### config.mk
export PLATFORM = sky130hd
export DESIGN_NAME = multi_interval_wake_scheduler
export DESIGN_NICKNAME = d
export VERILOG_FILES = /design/src/rtl/mwsched_pkg.sv /design/src/rtl/mwsched_div.sv /design/src/rtl/multi_interval_wake_scheduler.sv
export SDC_FILE = /design/constraint.sdc
export NUM_CORES = 1
export LEC_CHECK = 0
export ABC_AREA = 1
export BUFFER_PORTS_ARGS = -buffer_cell sky130_fd_sc_hd__buf_2
export CORE_MARGIN = 1
export CORE_UTILIZATION = 40
export CTS_CLUSTER_SIZE = 25
export DETAILED_ROUTE_END_ITERATION = 12
export HOLD_SLACK_MARGIN = 0.03
export PLACE_DENSITY = 0.61
export SYNTH_ARGS = -nofsm -noshare
export SYNTH_HDL_FRONTEND = slang
export SYNTH_SLANG_ARGS = --single-unit
### constraint.sdc
create_clock -name clk_i -period 5.8 [get_ports clk_i]
set_clock_uncertainty 0.1 [all_clocks]
set_input_delay 0.29 -clock clk_i [delete_from_list [all_inputs] [get_ports clk_i]]
set_output_delay 0.29 -clock clk_i [all_outputs]
set_load 0.02 [all_outputs]
### src/rtl/mwsched_pkg.sv
package mwsched_pkg;

  localparam int unsigned COUNT_WIDTH   = 16;
  localparam int unsigned BACKOFF_STEPS = 7;

  localparam int unsigned REG_W      = 16;
  localparam int unsigned DIV_W      = 16;
  localparam int unsigned CMP_W      = (COUNT_WIDTH > DIV_W) ? COUNT_WIDTH : DIV_W;
  localparam int unsigned NUM_CNT    = 5;
  localparam int unsigned TABLE_LEN  = 7;
  localparam int unsigned SEC_PER_MIN = 60;
  localparam int unsigned OVR_W      = 13;
  localparam int unsigned BIDX_W     = 3;
  localparam int unsigned STEPS_RAW  =
    (BACKOFF_STEPS < TABLE_LEN) ? BACKOFF_STEPS : TABLE_LEN;
  localparam int unsigned STEPS_USED = (STEPS_RAW == 0) ? 1 : STEPS_RAW;

  typedef logic [2:0] cidx_t;

  localparam cidx_t CNT_FULL  = 3'd0;
  localparam cidx_t CNT_SNOOZE = 3'd1;
  localparam cidx_t CNT_ENVSND = 3'd2;
  localparam cidx_t CNT_ALERT = 3'd3;
  localparam cidx_t CNT_ENVLOG = 3'd4;

  localparam logic [2:0] REG_WAKE_UNIT = 3'd0;
  localparam logic [2:0] REG_FULL_INT  = 3'd1;
  localparam logic [2:0] REG_SNOOZE    = 3'd2;
  localparam logic [2:0] REG_ENV_SEND  = 3'd3;
  localparam logic [2:0] REG_ALERT     = 3'd4;
  localparam logic [2:0] REG_ENV_LOG   = 3'd5;

  localparam logic [1:0] FUNC_TICK    = 2'd0;
  localparam logic [1:0] FUNC_COLD    = 2'd1;
  localparam logic [1:0] FUNC_ANOMALY = 2'd2;

  localparam logic [2:0] KIND_LINK_FAIL = 3'd0;
  localparam logic [2:0] KIND_EMPTY     = 3'd1;
  localparam logic [2:0] KIND_IN_MOTION = 3'd2;
  localparam logic [2:0] KIND_SHORT_IGN = 3'd3;
  localparam logic [2:0] KIND_LOW_BATT  = 3'd4;
  localparam logic [2:0] KIND_CHG_REM   = 3'd5;
  localparam logic [2:0] KIND_SHUTDOWN  = 3'd6;

  localparam logic [2:0] WR_NORMAL   = 3'd0;
  localparam logic [2:0] WR_FULL     = 3'd1;
  localparam logic [2:0] WR_SNOOZE   = 3'd2;
  localparam logic [2:0] WR_ENV_SEND = 3'd3;
  localparam logic [2:0] WR_ALERT    = 3'd4;
  localparam logic [2:0] WR_ENV_LOG  = 3'd5;
  localparam logic [2:0] WR_SLEEP    = 3'd6;

  localparam logic [1:0] PA_NONE  = 2'd0;
  localparam logic [1:0] PA_SLEEP = 2'd1;
  localparam logic [1:0] PA_OFF   = 2'd2;

  typedef enum logic [3:0] {
    ST_IDLE = 4'b0001,
    ST_LOAD = 4'b0010,
    ST_DIV  = 4'b0100,
    ST_OUT  = 4'b1000
  } state_e;

  // backoff sleep time in seconds
  function automatic logic [OVR_W-1:0] backoff_seconds(input logic [BIDX_W-1:0] sel);
    logic [7:0] minutes;
    logic [15:0] secs;
    case (sel)
      3'd0: minutes = 8'd2;
      3'd1: minutes = 8'd4;
      3'd2: minutes = 8'd8;
      3'd3: minutes = 8'd16;
      3'd4: minutes = 8'd32;
      3'd5: minutes = 8'd60;
      3'd6: minutes = 8'd120;
      default: minutes = 8'd0;
    endcase
    secs = 16'(SEC_PER_MIN) * 16'(minutes);
    return secs[OVR_W-1:0];
  endfunction

endpackage

### src/rtl/mwsched_div.sv
module mwsched_div (
  input  logic                            clk_i,
  input  logic                            rst_ni,
  input  logic                            start_i,
  input  logic [mwsched_pkg::DIV_W-1:0]   dividend_i,
  input  logic [mwsched_pkg::DIV_W-1:0]   divisor_i,
  output logic                            done_o,
  output logic [mwsched_pkg::DIV_W-1:0]   quotient_o
);
  import mwsched_pkg::*;

  localparam int unsigned CW = $clog2(DIV_W);
  localparam logic [CW-1:0] LAST = CW'(DIV_W - 1);

  logic          busy_q, busy_d;
  logic          done_q, done_d;
  logic [CW-1:0] cnt_q, cnt_d;
  logic [DIV_W-1:0] rem_q, rem_d;
  logic [DIV_W-1:0] quo_q, quo_d;
  logic [DIV_W-1:0] dvs_q, dvs_d;
  logic [DIV_W:0]   rem_sh;
  logic [DIV_W:0]   diff;
  logic             ge;

  // one restoring step a cycle, zero divisor gives all ones
  always_comb begin
    rem_sh = {rem_q, quo_q[DIV_W-1]};
    ge     = rem_sh >= {1'b0, dvs_q};
    diff   = rem_sh - {1'b0, dvs_q};
    busy_d = busy_q;
    done_d = 1'b0;
    cnt_d  = cnt_q;
    rem_d  = rem_q;
    quo_d  = quo_q;
    dvs_d  = dvs_q;
    if (start_i) begin
      busy_d = 1'b1;
      cnt_d  = '0;
      rem_d  = '0;
      quo_d  = dividend_i;
      dvs_d  = divisor_i;
    end else if (busy_q) begin
      rem_d = ge ? diff[DIV_W-1:0] : rem_sh[DIV_W-1:0];
      quo_d = {quo_q[DIV_W-2:0], ge};
      cnt_d = cnt_q + 1'b1;
      if (cnt_q == LAST) begin
        busy_d = 1'b0;
        done_d = 1'b1;
      end
    end
  end

  always_ff @(posedge clk_i or negedge rst_ni) begin
    if (!rst_ni) begin
      busy_q <= 1'b0;
      done_q <= 1'b0;
      cnt_q  <= '0;
    end else begin
      busy_q <= busy_d;
      done_q <= done_d;
      cnt_q  <= cnt_d;
    end
  end

  always_ff @(posedge clk_i) begin
    rem_q <= rem_d;
    quo_q <= quo_d;
    dvs_q <= dvs_d;
  end

  assign done_o     = done_q;
  assign quotient_o = quo_q;

endmodule

### src/rtl/multi_interval_wake_scheduler.sv
// one word at a time: a tick's result is valid once each threshold tested has been through
// the 16-step serial divider shared by the thresholds
// cold reset, anomaly and other words skip the divider and go straight to the output state
// s_axis_tready returns in the same cycle that a word's result is registered, after any
// wait for the output register to drain
// rst_ni clears counters, backoff, override and loads the register defaults
module multi_interval_wake_scheduler (
  input  logic        clk_i,
  input  logic        rst_ni,
  input  logic        s_axis_tvalid,
  output logic        s_axis_tready,
  input  logic [7:0]  s_axis_tdata,   // anomaly_kind[2:0], zero fill
  input  logic [1:0]  s_axis_tuser,   // func[1:0]
  output logic        m_axis_tvalid,
  input  logic        m_axis_tready,
  output logic [23:0] m_axis_tdata,   // wake_reason[2:0], power_action[4:3],
                                      // current_full_interval[20:5], zero fill
  input  logic        cfg_we_i,
  input  logic [2:0]  cfg_idx_i,
  input  logic [mwsched_pkg::REG_W-1:0] cfg_wdata_i
);
  import mwsched_pkg::*;

  logic [REG_W-1:0] wake_unit_q, full_int_q, snooze_int_q, env_send_int_q;
  logic [REG_W-1:0] alert_int_q, env_log_int_q;

  logic [COUNT_WIDTH-1:0] cnt_q [NUM_CNT];
  logic [COUNT_WIDTH-1:0] cnt_d [NUM_CNT];
  logic [BIDX_W-1:0]      bidx_q, bidx_d;
  logic                   ovr_valid_q, ovr_valid_d;
  logic [OVR_W-1:0]       ovr_int_q, ovr_int_d;

  state_e      state_q, state_d;
  cidx_t       idx_q, idx_d;
  logic [2:0]  reason_q, reason_d;
  logic [1:0]  action_q, action_d;

  logic        m_valid_q, m_valid_d;
  logic [23:0] m_data_q, m_data_d;

  logic             div_start, div_done;
  logic [DIV_W-1:0] div_quo;
  logic [REG_W-1:0] cur_full;
  logic [REG_W-1:0] sel_int;
  logic [COUNT_WIDTH-1:0] sel_cnt;
  logic [CMP_W-1:0] thr_x, cnt_x;
  logic             hit;
  logic             in_acc;
  logic [BIDX_W-1:0] bsel;
  logic [1:0]       func;
  logic [2:0]       kind;

  assign func     = s_axis_tuser;
  assign kind     = s_axis_tdata[2:0];
  assign cur_full = ovr_valid_q ? REG_W'(ovr_int_q) : full_int_q;
  assign in_acc   = s_axis_tvalid && s_axis_tready;

  always_ff @(posedge clk_i or negedge rst_ni) begin
    if (!rst_ni) begin
      wake_unit_q    <= REG_W'(30);
      full_int_q     <= REG_W'(300);
      snooze_int_q   <= REG_W'(600);
      env_send_int_q <= REG_W'(3600);
      alert_int_q    <= REG_W'(600);
      env_log_int_q  <= REG_W'(900);
    end else if (cfg_we_i) begin
      case (cfg_idx_i)
        REG_WAKE_UNIT: wake_unit_q    <= cfg_wdata_i;
        REG_FULL_INT:  full_int_q     <= cfg_wdata_i;
        REG_SNOOZE:    snooze_int_q   <= cfg_wdata_i;
        REG_ENV_SEND:  env_send_int_q <= cfg_wdata_i;
        REG_ALERT:     alert_int_q    <= cfg_wdata_i;
        REG_ENV_LOG:   env_log_int_q  <= cfg_wdata_i;
        default: ;
      endcase
    end
  end

  always_comb begin
    case (idx_q)
      CNT_FULL:   sel_int = cur_full;
      CNT_SNOOZE: sel_int = snooze_int_q;
      CNT_ENVSND: sel_int = env_send_int_q;
      CNT_ALERT:  sel_int = alert_int_q;
      CNT_ENVLOG: sel_int = env_log_int_q;
      default:    sel_int = '0;
    endcase
  end

  assign sel_cnt = cnt_q[idx_q];
  assign thr_x   = CMP_W'(div_quo);
  assign cnt_x   = CMP_W'(sel_cnt);
  assign hit     = (idx_q == CNT_ENVLOG) ? (thr_x == cnt_x) : (thr_x <= cnt_x);

  mwsched_div u_div (
    .clk_i      (clk_i),
    .rst_ni     (rst_ni),
    .start_i    (div_start),
    .dividend_i (sel_int),
    .divisor_i  (wake_unit_q),
    .done_o     (div_done),
    .quotient_o (div_quo)
  );

  always_comb begin
    state_d     = state_q;
    idx_d       = idx_q;
    reason_d    = reason_q;
    action_d    = action_q;
    bidx_d      = bidx_q;
    ovr_valid_d = ovr_valid_q;
    ovr_int_d   = ovr_int_q;
    cnt_d       = cnt_q;
    div_start   = 1'b0;
    m_valid_d   = m_valid_q;
    m_data_d    = m_data_q;
    bsel        = bidx_q;

    if (m_valid_q && m_axis_tready) begin
      m_valid_d = 1'b0;
    end

    case (state_q)
      ST_IDLE: begin
        if (in_acc) begin
          reason_d = WR_NORMAL;
          action_d = PA_NONE;
          state_d  = ST_OUT;
          case (func)
            FUNC_TICK: begin
              for (int i = 0; i < NUM_CNT; i++) begin
                cnt_d[i] = cnt_q[i] + 1'b1;
              end
              idx_d   = CNT_FULL;
              state_d = ST_LOAD;
            end
            FUNC_COLD: begin
              for (int i = 0; i < NUM_CNT; i++) begin
                cnt_d[i] = '0;
              end
              bidx_d      = '0;
              ovr_valid_d = 1'b0;
              ovr_int_d   = '0;
            end
            FUNC_ANOMALY: begin
              if (32'(bidx_q) < STEPS_USED) begin
                bsel   = bidx_q;
                bidx_d = bidx_q + 1'b1;
              end else begin
                bsel = BIDX_W'(STEPS_USED - 1);
              end
              ovr_int_d   = backoff_seconds(bsel);
              ovr_valid_d = 1'b1;
              case (kind)
                KIND_LINK_FAIL, KIND_IN_MOTION: begin
                  for (int i = 0; i < NUM_CNT; i++) begin
                    cnt_d[i] = '0;
                  end
                  reason_d = WR_SLEEP;
                  action_d = PA_SLEEP;
                end
                KIND_EMPTY, KIND_SHORT_IGN, KIND_LOW_BATT, KIND_CHG_REM,
                KIND_SHUTDOWN: begin
                  action_d = PA_OFF;
                end
                default: ;
              endcase
            end
            default: ;
          endcase
        end
      end
      ST_LOAD: begin
        div_start = 1'b1;
        state_d   = ST_DIV;
      end
      ST_DIV: begin
        if (div_done) begin
          if (hit) begin
            state_d  = ST_OUT;
            reason_d = 3'(idx_q) + 3'd1;
            action_d = PA_NONE;
            for (int i = 0; i < NUM_CNT; i++) begin
              if (idx_q == CNT_ENVLOG) begin
                if (cidx_t'(i) == CNT_ENVLOG) cnt_d[i] = '0;
              end else if (idx_q != CNT_ALERT) begin
                if (cidx_t'(i) >= idx_q) cnt_d[i] = '0;
              end
            end
          end else if (idx_q == CNT_ENVLOG) begin
            state_d  = ST_OUT;
            reason_d = WR_SLEEP;
            action_d = PA_SLEEP;
          end else begin
            idx_d   = idx_q + 1'b1;
            state_d = ST_LOAD;
          end
        end
      end
      ST_OUT: begin
        if (!m_valid_q || m_axis_tready) begin
          m_valid_d = 1'b1;
          m_data_d  = {3'b000, cur_full, action_q, reason_q};
          state_d   = ST_IDLE;
        end
      end
      default: state_d = ST_IDLE;
    endcase
  end

  always_ff @(posedge clk_i or negedge rst_ni) begin
    if (!rst_ni) begin
      state_q     <= ST_IDLE;
      idx_q       <= CNT_FULL;
      bidx_q      <= '0;
      ovr_valid_q <= 1'b0;
      ovr_int_q   <= '0;
      m_valid_q   <= 1'b0;
      for (int i = 0; i < NUM_CNT; i++) begin
        cnt_q[i] <= '0;
      end
    end else begin
      state_q     <= state_d;
      idx_q       <= idx_d;
      bidx_q      <= bidx_d;
      ovr_valid_q <= ovr_valid_d;
      ovr_int_q   <= ovr_int_d;
      m_valid_q   <= m_valid_d;
      cnt_q       <= cnt_d;
    end
  end

  always_ff @(posedge clk_i) begin
    reason_q <= reason_d;
    action_q <= action_d;
    m_data_q <= m_data_d;
  end

  assign s_axis_tready = (state_q == ST_IDLE);
  assign m_axis_tvalid = m_valid_q;
  assign m_axis_tdata  = m_data_q;

endmodule

==> run metrics <==
CTS Buf Count=30; Yosys cell types=51; H-Tree Level Count=1; number of flops mapped to enable cells by yosys=58; Initial Util=0.4064; clock sinks=278; first-pass GRT wire length=67.56 mm; Worst EP required=5990 ps; fmax=233.3 MHz; Syn Area/Cell=7.728 sq um; Startpoint Class=flop; Mapped Area=15,740 sq um; sequential-to-total area share from yosys stat=0.4572; P&R area growth vs syn=11.77%; share of the synthesized area in the top cell type=0.2845; die area=40,150 sq um; ratio of cells with drive above 1 in the final layout=0.08262; actual slew at the worst max-slew pin=1221 ps; Total Wirelength=41.12 mm; Yosys warnings=0; post-synthesis cell count=2,037; clock slew at reported path FFs=70 ps; non-filler instance count after layout=2,612; Core Util, Final=0.4542; final net count=2,155; final total power=7.662 mW; post-route ant nets=0; setup_tns=0 ps; Hold Crit Class=primary input to flop; Top FF cell, synth=dfrtp_1; initial DRC count=1,069; Max-Slew Margin vs Limit=0.1837; vias in the first global route=12,690; clock tree root buffer cell=clkbuf_16; leakage=8.147 nW; # DRC=0; # setup viols final=0; detailed-router iteration count before antenna repair=6; Vias/cell=5.199; critical path class=flop to flop; worst-path maximum fanout=22; Max Cap Viol=0; register bit count reported by yosys=278; Floorplan Core Area=38,740 sq um; Final HPWL DP=27.91 mm; I/O Pins=60; Power Dens Cells=435.4 nW/um^2; per-cell routed wire length=15.74 microns; row cnt=72; FF-to-FF path depth=14; Port Buf Inserts=51; largest cells by area after synthesis=dfrtp_1 28%, nand2_1 15%, edfxtp_1 11%, o21ai_0 5.9%, inv_1 4.6%; CP max stage cell=dfrtp_1; outcome=complete, no violations; Die X=200.4 microns; Tmin final=4286 ps; Tcrit/Tclk final=0.7390; commonest non-fill, non-tap cells in the layout=625 x nand2_1, 192 x inv_1, 187 x o21ai_0; hold depth=4; commonest non-fill, non-tap cell in the layout=nand2_1; hold slack final=72.43 ps; routability cong.=0.9446; slowest stage delay, CP=640 ps; Critical Path AT=4480 ps; Max IR drop VDD=0.0002465 V; DP Cell Count=2,535; aggregate global routing overflow=0; CTS max path bufs=3; clk_lat worst skew=590 ps; asr flop ratio synth=0.7338; n_diodes=0; crit-path most repeated cell=nand2_1; Final Hold Violating Endpoints=0; Tot GR Track Use=0.2048; initial antenna violation count=0; critical-path cell list=inv_2 -> nand3_1 -> o21ai_0 -> inv_1 -> ha_1 -> nand2_1 -> nor2_1 -> nand2_1 -> nand2_1 -> nand2_1 -> nand2_1 -> nand3_2 -> o21ai_0 -> inv_1; endpoint class of the critical path=flop; area leader, netlist=dfrtp_1; Slew Viols, Final=0; DR vias=13,580; largest net degree at the start of global routing=123; RSZ-0062 raised after global routing=no; die height=200.4 microns; CTS tree=done
==> layer usage <==
layer	global-route usage	vias up	routed length, microns
met3	0.02685	61	2097
li1	-	6760	-
met5	0	-	0
met2	0.3183	340	18170
met4	0.05180	0	906
met1	0.3004	6420	19940
==> stage by stage <==
stage	cell area, sq um	setup slack [ps]
after floorplan	15750	2723
after global placement	16380	1612
after detailed placement	16380	1554
after CTS	17600	1526
after global routing	17600	1102
final	17600	1514
==> worst max-delay path, delay by kind of cell (launching register included) <==
kind,cells,cell delay [ps]
AND/OR/NAND/NOR,8,1460
AO/OA/AOI/OAI,2,800
buffers and inverters,3,690
flip-flops,1,640
adder cells (fa/ha/maj),1,310
==> synthesized netlist by cell type (3+ instances only) <==
master / n
and2_1: 3
a31oi_1: 5
ha_1: 49
a21oi_1: 72
nand3_4: 4
edfxtp_1: 58
dfstp_2: 25
xor2_1: 44
o21ai_0: 187
nor2_1: 158
inv_1: 192
buf_6: 4
dfrtp_1: 179
dfxtp_1: 16
o21ai_1: 17
nand3_2: 4
nand3b_1: 18
inv_2: 7
nand4_1: 83
o21a_1: 4
buf_1: 3
nor3_1: 31
nand3_1: 112
a221oi_1: 9
o22ai_1: 3
xnor2_1: 11
nand2_1: 625
a21oi_4: 3
clkbuf_1: 52
a21o_1: 4
buf_4: 7
buf_2: 22
nor3b_1: 3
==> flip-flops by register name, indices dropped and copies added (netlist names) <==
signal            cells
state_q               4
ovr_int_q            10
reason_q              3
wake_unit_q          16
cnt_q                80
u_div.rem_q          16
env_send_int_q       16
env_log_int_q        16
u_div.done_o          1
u_div.dvs_q          16
snooze_int_q         16
idx_q                 3
alert_int_q          16
u_div.quotient_o     16
action_q              2
full_int_q           16
m_axis_tdata         21
u_div.busy_q          1
ovr_valid_q           1
u_div.cnt_q           4
bidx_q                3
m_axis_tvalid         1
==> power by group <==
part | total [mW] | internal [mW] | switching, mW
Clock | 1.93 | 1.08 | 0.854
Sequential | 2.83 | 2.53 | 0.308
Combinational | 2.90 | 0.925 | 1.97
Total | 7.66 | 4.53 | 3.13
==> area by class of cell <==
| class | count | area, sq um |
|---|---|---|
| inverters | 200 | 750.7 |
| fillers | 3871 | 21140 |
| clock inverters | 21 | 172.7 |
| multi-input cells | 1473 | 7396 |
| well taps | 518 | 648.1 |
| clock buffers | 35 | 830.8 |
| flip-flops and latches | 278 | 7198 |
| repair buffers | 87 | 599.3 |
==> logic make-up after synthesis <==
| family | after synthesis | synth area share |
|---|---|---|
| compound gates | 315 | 0.1088 |
| xor+xnor | 55 | 0.03060 |
| fa+ha+maj | 51 | 0.04149 |
| buf+inv | 288 | 0.07399 |
| flops | 278 | 0.4572 |
| other cells | 1 | 0.0002382 |
| simple gates | 1049 | 0.2876 |
==> timing repair <==
action / CTS / global route
resized for setup: 0 / 0
setup buffers: 0 / 0
hold endpoints to repair: 169 / 0
hold buffers: 21 / 0
==> path summary, 6_finish.rpt <==
| kind | end | slack, ps | startpoint |
|---|---|---|---|
| setup / recovery | reason_q[1] | 1510 | idx_q[1] |
| hold / removal | action_q[0] | 70 | s_axis_tdata[0] |
| setup reg to reg | reason_q[1] | 1510 | idx_q[1] |
| hold reg to reg | u_div.dvs_q[9] | 340 | wake_unit_q[9] |
| max in group asynchronous | full_int_q[10] | 4290 | rst_ni |
| min in group asynchronous | cnt_q[45] | 230 | rst_ni |
Note: power is estimated with default switching activity, not from simulation.
